[src/rtl/rtdc_pkg.sv]
// ----------------------------------------------------------------------------
// rtdc_pkg
// Types and constants for the relay threshold duty controller.
// ----------------------------------------------------------------------------
package rtdc_pkg;

    localparam int CFG_INDEX_BITS = 3;
    localparam int CFG_DATA_BITS  = 16;
    localparam int MS_BITS        = 26;
    localparam int MS_PER_SEC     = 1000;
    localparam int NOW_BITS       = 32;

    localparam logic [CFG_INDEX_BITS-1:0] CFG_MODULE_ENABLE    = 3'd0;
    localparam logic [CFG_INDEX_BITS-1:0] CFG_DRIVE_MODE       = 3'd1;
    localparam logic [CFG_INDEX_BITS-1:0] CFG_SWITCH_DIRECTION = 3'd2;
    localparam logic [CFG_INDEX_BITS-1:0] CFG_THRESHOLD_USE    = 3'd3;
    localparam logic [CFG_INDEX_BITS-1:0] CFG_TEMP_THRESHOLD   = 3'd4;
    localparam logic [CFG_INDEX_BITS-1:0] CFG_HUM_THRESHOLD    = 3'd5;
    localparam logic [CFG_INDEX_BITS-1:0] CFG_MAX_ON_SECONDS   = 3'd6;
    localparam logic [CFG_INDEX_BITS-1:0] CFG_REST_SECONDS     = 3'd7;

    localparam logic [1:0] DRIVE_AUTO = 2'd0;
    localparam logic [1:0] DRIVE_ON   = 2'd1;
    localparam logic [1:0] DRIVE_OFF  = 2'd2;

    localparam logic signed [11:0] TEMP_THRESHOLD_RESET = 12'sd250;
    localparam logic [9:0]         HUM_THRESHOLD_RESET  = 10'd500;

    typedef struct packed {
        logic [NOW_BITS-1:0] now_ms;
        logic signed [11:0]  temperature;
        logic [9:0]          humidity;
    } t_in_req;

    typedef struct packed {
        logic relay_on;
        logic resting;
    } t_out_req;

endpackage

[src/rtl/relay_threshold_duty_controller.sv]
// ----------------------------------------------------------------------------
// relay_threshold_duty_controller
// On/off thermostat and humidistat with a maximum on-time and a forced rest.
//
//   channel  direction  handshake               payload
//   in       request    i_in_valid / o_in_stall  i_in  (t_in_req)
//   out      result     o_out_valid / i_out_stall o_out (t_out_req)
//   cfg      write      i_cfg_valid / o_cfg_ready i_cfg_index, i_cfg_data
//
// One request per cycle while the result is not stalled; a taken request
// passes through the input register, then the result register.
// Each pass is one subtract-and-compare per timer against millisecond limits
// that are scaled when the seconds registers are written.
// Reset is synchronous and active low; it clears valid bits and state.
// A stalled result holds the result register; the input register keeps
// taking requests until it too is full.
// ----------------------------------------------------------------------------
module relay_threshold_duty_controller
    import rtdc_pkg::*;
#(
    parameter int TIME_BITS = 32
) (
    input  logic                      i_clk,
    input  logic                      i_rst_n,
    input  logic                      i_in_valid,
    output logic                      o_in_stall,
    input  t_in_req                   i_in,
    output logic                      o_out_valid,
    input  logic                      i_out_stall,
    output t_out_req                  o_out,
    input  logic                      i_cfg_valid,
    output logic                      o_cfg_ready,
    input  logic [CFG_INDEX_BITS-1:0] i_cfg_index,
    input  logic [CFG_DATA_BITS-1:0]  i_cfg_data
);

    localparam int NOW_USE = (TIME_BITS < NOW_BITS) ? TIME_BITS : NOW_BITS;
    localparam int CMP_BITS = (TIME_BITS > MS_BITS) ? TIME_BITS : MS_BITS;

    logic                 r_module_enable;
    logic [1:0]           r_drive_mode;
    logic                 r_switch_direction;
    logic [1:0]           r_threshold_use;
    logic signed [11:0]   r_temp_threshold;
    logic [9:0]           r_hum_threshold;
    logic [MS_BITS-1:0]   r_max_on_ms;
    logic [MS_BITS-1:0]   r_rest_ms;

    logic                 r_relay_state;
    logic                 r_rest_flag;
    logic [TIME_BITS-1:0] r_work_start;
    logic [TIME_BITS-1:0] r_rest_start;

    logic                 r_in_valid;
    t_in_req              r_in;
    logic                 r_out_valid;
    t_out_req             r_out;

    logic                 n_relay_state;
    logic                 n_rest_flag;
    logic [TIME_BITS-1:0] n_work_start;
    logic [TIME_BITS-1:0] n_rest_start;

    logic                 out_load_ok;
    logic                 fire;
    logic                 in_take;
    logic                 cfg_we;
    logic [MS_BITS-1:0]   cfg_ms;
    logic [TIME_BITS-1:0] now_t;
    logic [TIME_BITS-1:0] work_elapsed;
    logic [TIME_BITS-1:0] rest_elapsed;
    logic                 work_over;
    logic                 rest_done;
    logic                 temp_demand;
    logic                 hum_demand;
    logic                 demand;
    logic                 run_check;

    // Configuration
    assign o_cfg_ready = 1'b1;
    assign cfg_we      = i_cfg_valid && o_cfg_ready;
    assign cfg_ms      = MS_BITS'(i_cfg_data) * MS_BITS'(MS_PER_SEC);

    always_ff @(posedge i_clk) begin
        if (!i_rst_n) begin
            r_module_enable    <= 1'b1;
            r_drive_mode       <= DRIVE_AUTO;
            r_switch_direction <= 1'b0;
            r_threshold_use    <= 2'd0;
            r_temp_threshold   <= TEMP_THRESHOLD_RESET;
            r_hum_threshold    <= HUM_THRESHOLD_RESET;
            r_max_on_ms        <= '0;
            r_rest_ms          <= '0;
        end else if (cfg_we) begin
            unique case (i_cfg_index)
                CFG_MODULE_ENABLE:    r_module_enable    <= i_cfg_data[0];
                CFG_DRIVE_MODE:       r_drive_mode       <= i_cfg_data[1:0];
                CFG_SWITCH_DIRECTION: r_switch_direction <= i_cfg_data[0];
                CFG_THRESHOLD_USE:    r_threshold_use    <= i_cfg_data[1:0];
                CFG_TEMP_THRESHOLD:   r_temp_threshold   <= i_cfg_data[11:0];
                CFG_HUM_THRESHOLD:    r_hum_threshold    <= i_cfg_data[9:0];
                CFG_MAX_ON_SECONDS:   r_max_on_ms        <= cfg_ms;
                CFG_REST_SECONDS:     r_rest_ms          <= cfg_ms;
                default: ;
            endcase
        end
    end

    // Handshake
    assign out_load_ok = !r_out_valid || !i_out_stall;
    assign fire        = r_in_valid && out_load_ok;
    assign o_in_stall  = r_in_valid && !out_load_ok;
    assign in_take     = i_in_valid && !o_in_stall;

    always_ff @(posedge i_clk) begin
        if (!i_rst_n) begin
            r_in_valid <= 1'b0;
        end else if (in_take) begin
            r_in_valid <= 1'b1;
        end else if (fire) begin
            r_in_valid <= 1'b0;
        end
    end

    always_ff @(posedge i_clk) begin
        if (in_take) begin
            r_in <= i_in;
        end
    end

    // Control pass
    assign now_t        = TIME_BITS'(r_in.now_ms[NOW_USE-1:0]);
    assign work_elapsed = now_t - r_work_start;
    assign rest_elapsed = now_t - r_rest_start;
    assign work_over    = CMP_BITS'(work_elapsed) > CMP_BITS'(r_max_on_ms);
    assign rest_done    = CMP_BITS'(rest_elapsed) > CMP_BITS'(r_rest_ms);

    assign temp_demand = r_threshold_use[0] && (r_switch_direction ?
                         (r_in.temperature > r_temp_threshold) :
                         (r_in.temperature < r_temp_threshold));
    assign hum_demand  = r_threshold_use[1] && (r_switch_direction ?
                         (r_in.humidity > r_hum_threshold) :
                         (r_in.humidity < r_hum_threshold));
    assign demand      = temp_demand || hum_demand;

    always_comb begin
        n_relay_state = r_relay_state;
        n_rest_flag   = r_rest_flag;
        n_work_start  = r_work_start;
        n_rest_start  = r_rest_start;
        run_check     = 1'b0;
        if (!r_module_enable) begin
            n_relay_state = 1'b0;
        end else begin
            unique case (r_drive_mode)
                DRIVE_ON:  n_relay_state = 1'b1;
                DRIVE_OFF: n_relay_state = 1'b0;
                DRIVE_AUTO: begin
                    if (r_rest_flag) begin
                        if (rest_done) begin
                            n_rest_flag = 1'b0;
                            run_check   = 1'b1;
                        end
                    end else if (r_relay_state && (r_max_on_ms != '0) && work_over) begin
                        n_rest_flag   = 1'b1;
                        n_rest_start  = now_t;
                        n_relay_state = 1'b0;
                    end else begin
                        run_check = 1'b1;
                    end
                    if (run_check) begin
                        if (demand) begin
                            if (!r_relay_state) begin
                                n_work_start = now_t;
                            end
                            n_relay_state = 1'b1;
                        end else begin
                            n_relay_state = 1'b0;
                        end
                    end
                end
                default: ;
            endcase
        end
    end

    always_ff @(posedge i_clk) begin
        if (!i_rst_n) begin
            r_relay_state <= 1'b0;
            r_rest_flag   <= 1'b0;
            r_work_start  <= '0;
            r_rest_start  <= '0;
        end else if (fire) begin
            r_relay_state <= n_relay_state;
            r_rest_flag   <= n_rest_flag;
            r_work_start  <= n_work_start;
            r_rest_start  <= n_rest_start;
        end
    end

    // Result register
    always_ff @(posedge i_clk) begin
        if (!i_rst_n) begin
            r_out_valid <= 1'b0;
        end else if (fire) begin
            r_out_valid <= 1'b1;
        end else if (!i_out_stall) begin
            r_out_valid <= 1'b0;
        end
    end

    always_ff @(posedge i_clk) begin
        if (fire) begin
            r_out.relay_on <= n_relay_state;
            r_out.resting  <= n_rest_flag;
        end
    end

    assign o_out_valid = r_out_valid;
    assign o_out       = r_out;

    a_disable_off: assert property (@(posedge i_clk) disable iff (!i_rst_n)
        (fire && !r_module_enable) |=> !r_relay_state)
        else $error("relay not off after pass with module disabled");

    a_out_matches_state: assert property (@(posedge i_clk) disable iff (!i_rst_n)
        fire |=> (r_out.relay_on == r_relay_state) && (r_out.resting == r_rest_flag))
        else $error("result register differs from controller state");

    a_rest_only_auto: assert property (@(posedge i_clk) disable iff (!i_rst_n)
        $rose(r_rest_flag) |-> ($past(r_drive_mode) == DRIVE_AUTO) && $past(r_module_enable))
        else $error("rest started outside automatic mode");

    a_rest_relay_off: assert property (@(posedge i_clk) disable iff (!i_rst_n)
        $rose(r_rest_flag) |-> !r_relay_state)
        else $error("relay on at start of rest");

endmodule

[config.mk]
export PLATFORM = sky130hd
export DESIGN_NAME = relay_threshold_duty_controller
export DESIGN_NICKNAME = d
export VERILOG_FILES = /design/src/rtl/rtdc_pkg.sv /design/src/rtl/relay_threshold_duty_controller.sv
export SDC_FILE = /design/constraint.sdc
export NUM_CORES = 1
export LEC_CHECK = 0
export BUFFER_PORTS_ARGS = -buffer_cell sky130_fd_sc_hd__buf_2
export CAP_MARGIN = 10
export CORE_UTILIZATION = 51
export CTS_CLUSTER_SIZE = 40
export DETAILED_ROUTE_END_ITERATION = 10
export GPL_TIMING_DRIVEN = 0
export PLACE_DENSITY = 0.72
export SLEW_MARGIN = 20
export SYNTH_ARGS = -nofsm -noshare
export SYNTH_HDL_FRONTEND = slang
export SYNTH_SLANG_ARGS = --single-unit
[constraint.sdc]
create_clock -name i_clk -period 10.3 [get_ports i_clk]
set_input_delay 1.03 -clock i_clk [delete_from_list [all_inputs] [get_ports i_clk]]
set_output_delay 1.03 -clock i_clk [all_outputs]
set_load 0.05 [all_outputs]
==> out/results.ini, run 1 <==
[floorplanning]
start_util = 0.520
core_area_sq_um = 28800
rows = 62
ios = 83
dieArea_sq_um = 30000
die_x_microns = 173
fp.dieH_microns = 173

[global_routing]
grt_antenna_before_repair = 0
grt_overflow = 0
grt_pass1_vias = 11700
track_usage = 0.248
grt_max_degree = 28
grt_pass1_wl_microns = 59600

[worst_setup_path]
path_max_fanout = 10
worstSetupStartpointType = flip-flop
rrSetupSlack_ns = 3.82
reg2reg_to = r_rest_start[1]$_SDFFE_PN0P_
r2r-start = now_t[0]$_DFFE_PP_
r2r_cells = 25
critical_path_class = reg -> reg
worst_ep_arrival_time_ns = 6.83
end_kind = flip-flop
critical_path_required_ns = 10.65

[place]
port_buffers = 80
place_ws_ns = 4.04
dp.cells = 2103
placed_area_sq_um = 15900
place.gp.congestion = 0.951
dp_hpwl_microns = 28700

[yosys]
synth_nets = 1954
postSynthAreaPerCell_sq_um = 9.15
synthCells = 1637
ys.flop_type = dfxtp_1
synth_area_sq_um = 15000
netlist_top_cells_count = ha_1, inv_1, nand2_1
synth-edff-count = 56
synth_cell_type_count = 77
ys_seq_area_frac = 0.302
synth_most_common_cell = ha_1
synth_top_area_share = 0.190
yosys.area.top_type = dfxtp_1
synth-seq-cells = 198
synthArstFlopShare = 0
yosysWarnings = 0
yosys-top-cells-area = dfxtp_1, ha_1, edfxtp_1, fa_1, mux2i_1

[route]
drtIter0Drc = 719
wire_per_inst_microns = 17.0
drt-pass1-iter-count = 5
drt-total-wl_microns = 36300
drcViolationCount = 0
ant_nets = 0
viasPerCell = 5.56
num_vias = 11900

[timing]
whs_ns = 0.470
finClkSkew_ns = 0.0185
fin_crit_ns = 6.48
final_hold_viol_count = 0
setup_tns_ns = 0
rsz0062_at_grt = false
finalSetupViolCount = 0
fin_ws_ns = 3.82
worstMarginPinSlew_ns = 0.976
slew_viol_final = 0
fin_crit_sh = 0.629
fmax_ghz = 0.154
slew-limit-headroom = 0.341

[layout]
multi_input_area_sq_um = 9600
drive_gt1_frac = 0.0857
syn_to_final_growth_pct = 10.1
layoutNonFillerInstCount = 2135
fin_area_sq_um = 16500
final_nets = 2055
antennaDiodeCount = 0
post-route-util = 0.573
area.sequential_sq_um = 4520
nFillCells = 2582

[clock_network]
cts_made_buffers = 17
cts_root_buffer = clkbuf_16
cts_tree = built
htree_levels = 4
cts_sinks = 198
cts_setup_buffers = 0
cts_resized = 0
ctsHoldBuffers = 0
clkSlewWorstSetupHoldPaths_ns = 0.08
clock_latency_ns = 0.46
cts_buffer_depth = 2

[power]
p_per_area_nw_per_um2 = 162
irDropWorstVdd_uv = 130
leakagePower_nw = 6.62
total_power_mw = 2.66

[hold_path]
hold_path_end = r_hum_threshold[3]$_SDFFE_PN0P_
worstHoldPathCells = 2
min_path_type = reg -> reg
hold_start = r_hum_threshold[3]$_SDFFE_PN0P_

[run_status]
status = complete, no violations

[run]
drv_cap = 0

kinds of logic after synthesis:
family                     Yosys count  synth area share
AOI/OAI and AO/OA                  362             0.166
xor gates and xnor gates            69            0.0404
adders and majority gates          239             0.228
buffers and inverters              220            0.0571
DFF                                198             0.302
muxes                               72            0.0481
other                                1          0.000250
and+or+nand+nor                    476             0.158
critical path: stages, from the launching register on:
cell	delay, ns
edfxtp_1	0.45
inv_1	0.11
ha_1	0.22
fa_1	0.40
nand2b_1	0.19
a21oi_1	0.32
o211ai_2	0.19
a21oi_1	0.39
or2_1	0.25
and2_1	0.16
o21ai_0	0.07
nand2b_1	0.12
a21oi_1	0.08
o21bai_1	0.17
xor2_1	0.29
ha_1	0.24
nand2_1	0.07
nor4_1	0.44
nand3_1	0.17
o21ai_0	0.15
o22ai_1	0.15
o41ai_1	0.73
a21oi_2	0.39
buf_4	0.34
mux2i_1	0.14
and2_1	0.15
placed cells by master, fill, tap and decap left out, drive strengths merged, types with 25 or more instances in the layout:
cell type  Yosys  layout
a21boi        53      53
a21o          35      35
a21oi         89      89
buf           11      93
clkbuf        44      62
dfxtp        142     142
edfxtp        56      56
fa            56      56
ha           183     183
inv          165     172
mux2i         72      72
nand2        161     161
nand2b        25      25
nand3         34      34
nand4         25      25
nor2          71      71
nor2b         72      72
nor3          27      27
o211ai        27      27
o21ai         58      58
xnor2         48      48
state kept, by name (all words and copies together) (netlist names), 2 cells and up:
signal and flops:
r_temp_threshold 12, o_out 2, r_in 22, r_hum_threshold 10, now_t 32, r_drive_mode 2
r_max_on_ms 23, r_rest_ms 23, r_threshold_use 2, r_rest_start 32, r_work_start 32
power breakdown:
part	switching, mW	internal (mW)
clock network	0.345	0.325
registers	0.0288	0.840
logic	0.645	0.479
cell type report:
| type | instances | share of cell area |
|---|---|---|
| multi-input combinational | 1219 | 0.583 |
| tap | 384 | 0.0291 |
| clock inverter | 14 | 0.00933 |
| inverter | 165 | 0.0376 |
| clock buffer | 18 | 0.0260 |
| buffer | 55 | 0.0143 |
| timing repair buffer | 82 | 0.0267 |
| sequential | 198 | 0.274 |
how the worst max path moves through the flow:
stage          depth (start not counted)                            end  slack, ns                start
2_1_floorplan                         15   r_max_on_ms[24]$_SDFFE_PN0P_       5.06        i_cfg_data[2]
3_3_place_gp                          25   r_rest_start[1]$_SDFFE_PN0P_       4.13   now_t[0]$_DFFE_PP_
3_5_place_dp                          25   r_rest_start[1]$_SDFFE_PN0P_       4.04   now_t[0]$_DFFE_PP_
4_1_cts                               25   r_rest_start[1]$_SDFFE_PN0P_       3.96   now_t[0]$_DFFE_PP_
5_1_grt                               26  r_work_start[14]$_SDFFE_PN0P_       3.40  now_t[10]$_DFFE_PP_
6_report                              25   r_rest_start[1]$_SDFFE_PN0P_       3.82   now_t[0]$_DFFE_PP_
metal layers:
layer / wire length, microns / GRT usage / vias up / part of all wire
li1: - / - / 5938 / -
met1: 16900 / 0.333 / 5568 / 0.46
met2: 16800 / 0.413 / 313 / 0.46
met3: 1910 / 0.0393 / 45 / 0.053
met4: 765 / 0.0730 / 0 / 0.021
met5: 0 / 0 / - / 0
Note: power is estimated with default switching activity, not from simulation.
==> run 2: changes to the inputs <==
==> constraint.sdc (replaced) <==
create_clock -name i_clk -period 6 [get_ports i_clk]
set_input_delay 0.6 -clock i_clk [delete_from_list [all_inputs] [get_ports i_clk]]
set_output_delay 0.6 -clock i_clk [all_outputs]
set_load 0.05 [all_outputs]
==> run 2 against run 1 <==
Final area up 0.64%. Global-route usage about the same. Largest power group unchanged. Final cell count down 0.14%. First-iteration DRC count up 7.0%. Die area unchanged.
==> out/results.ini, run 2 (synthesis gave the netlist of run 1 again) <==
[run]
drv_cap = 0

[global_routing]
grt_max_degree = 28
grt.busiest_layer = met2
track_usage = 0.249
grt_overflow = 0
grt_antenna_before_repair = 0
gr-usage-met2 = 0.413
grt_use_met1 = 0.333
grt_pass1_vias = 11700
grt_pass1_wl_microns = 59600
gr-usage-met3 = 0.0393

[floorplanning]
ios = 83
start_util = 0.520
core_area_sq_um = 28800
die_x_microns = 173
dieArea_sq_um = 30000
fp.dieH_microns = 173
rows = 62

[layout]
final_common_cell = ha_1
fin_area_sq_um = 16600
syn_to_final_growth_pct = 10.8
layout_common_cells = ha_1, inv_1, nand2_1, dfxtp_1, a21oi_1
drive_gt1_frac = 0.0967
antennaDiodeCount = 0
post-route-util = 0.577
final_nets = 2052

[timing]
slew-limit-headroom = 0.370
fin_crit_sh = 0.965
fmax_ghz = 0.173
final_hold_viol_count = 0
fin_crit_ns = 5.79
setup_tns_ns = 0
finalSetupViolCount = 0
slew_viol_final = 0
worstMarginPinSlew_ns = 0.933
finClkSkew_ns = 0.0185
fin_ws_ns = 0.208

[route]
ant_nets = 0
drtIter0Drc = 769
num_vias = 11900
drt-total-wl_microns = 36600
wire_per_inst_microns = 17.2
drcViolationCount = 0
drt-pass1-iter-count = 5
viasPerCell = 5.56

[clock_network]
htree_levels = 4
clock_latency_ns = 0.46
clkSlewWorstSetupHoldPaths_ns = 0.09
cts_buffer_depth = 2
cts_root_buffer = clkbuf_16
cts_tree = built
cts_sinks = 198
cts_made_buffers = 17

[place]
dp_hpwl_microns = 28700
place_ws_ns = -0.255
port_buffers = 80
placed_area_sq_um = 15900
place.gp.congestion = 0.951

[worst_setup_path]
end_kind = flip-flop
critical_path_required_ns = 6.30
worstSetupStartpointType = flip-flop
reg2reg_to = o_out[1]$_DFFE_PP_
worst_ep_arrival_time_ns = 6.10
r2r_cells = 24
path_max_fanout = 3
r2r-start = now_t[0]$_DFFE_PP_
rrSetupSlack_ns = 0.21
critical_path_class = reg -> reg

[hold_path]
min_path_type = in -> reg
hold_path_end = now_t[24]$_DFFE_PP_
worstHoldPathCells = 1
hold_start = i_in[46]

[power]
p_per_area_nw_per_um2 = 276
irDropWorstVdd_uv = 222
leakagePower_nw = 6.63

[run_status]
status = complete, no violations

run 2: changes by cell type in the layout (fill, tap and decap cells not counted), sizes merged:
cell | previous run | this run
buf | 93 | 94
clkbuf | 62 | 58
run 2: worst max-delay path by stage:
stage / slack, ns / from / depth (start not counted) / to
6_report: 0.21 / now_t[0]$_DFFE_PP_ / 24 / o_out[1]$_DFFE_PP_
2_1_floorplan: 1.19 / i_cfg_data[2] / 15 / r_max_on_ms[24]$_SDFFE_PN0P_
3_3_place_gp: -0.17 / now_t[0]$_DFFE_PP_ / 25 / r_rest_start[1]$_SDFFE_PN0P_
3_5_place_dp: -0.26 / now_t[0]$_DFFE_PP_ / 25 / r_rest_start[1]$_SDFFE_PN0P_
4_1_cts: 0.04 / now_t[4]$_DFFE_PP_ / 24 / r_work_start[15]$_SDFFE_PN0P_
5_1_grt: -0.01 / now_t[0]$_DFFE_PP_ / 24 / o_out[1]$_DFFE_PP_
run 2: routing by layer:
layer	part of all wire	vias up
li1	-	5924
met2	0.47	252
met4	0.019	0
met1	0.48	5639
met5	0	-
met3	0.039	41
run 2: critical path, cell delays in order, from the launching register on:
cell and delay, ns:
edfxtp_1 0.46, inv_1 0.12, ha_1 0.23, fa_1 0.40
nand2b_1 0.19, a21oi_1 0.32, o211ai_2 0.20, a21oi_2 0.29
or2_1 0.23, and2_1 0.16, o21ai_0 0.07, nand2b_1 0.12
a21oi_1 0.08, o21bai_1 0.17, xor2_1 0.30, ha_1 0.24
nand2_1 0.09, nor4_2 0.32, nand3_1 0.15, o21ai_0 0.15
o22ai_1 0.19, o41ai_4 0.39, nand2_2 0.13, o41a_1 0.46
a21boi_1 0.17
run 2: repair_timing:
item | 4_1_cts | 5_1_grt
hold buffers | 0 | 0
setup buffers | 0 | 1
gates resized for setup | 5 | 22
setup endpoints to repair | 64 | 65
pin swaps | 0 | 4
run 2: stage by stage:
step	instances	hold WS, ns	power [mW]
floorplan	1637	0.443	2.97
global placement	2101	0.452	3.36
detailed placement	2103	0.462	3.41
CTS	2133	0.296	4.58
global route	2132	0.292	4.90
finish	2132	0.311	4.59
run 2: cell type report:
class	count	area (sq um)
fill	2575	12200
multi-input combinational	1219	9700
sequential	198	4520
inverter	165	619
tap	384	480
timing repair buffer	83	448
clock buffer	18	429
buffer	51	234
clock inverter	14	154
run 2: power by group:
part | leakage [nW] | internal [mW] | switching (mW) | total (mW)
combinational | 4.66 | 0.825 | 1.12 | 1.94
sequential | 1.69 | 1.44 | 0.0495 | 1.49
clock | 0.275 | 0.559 | 0.595 | 1.15
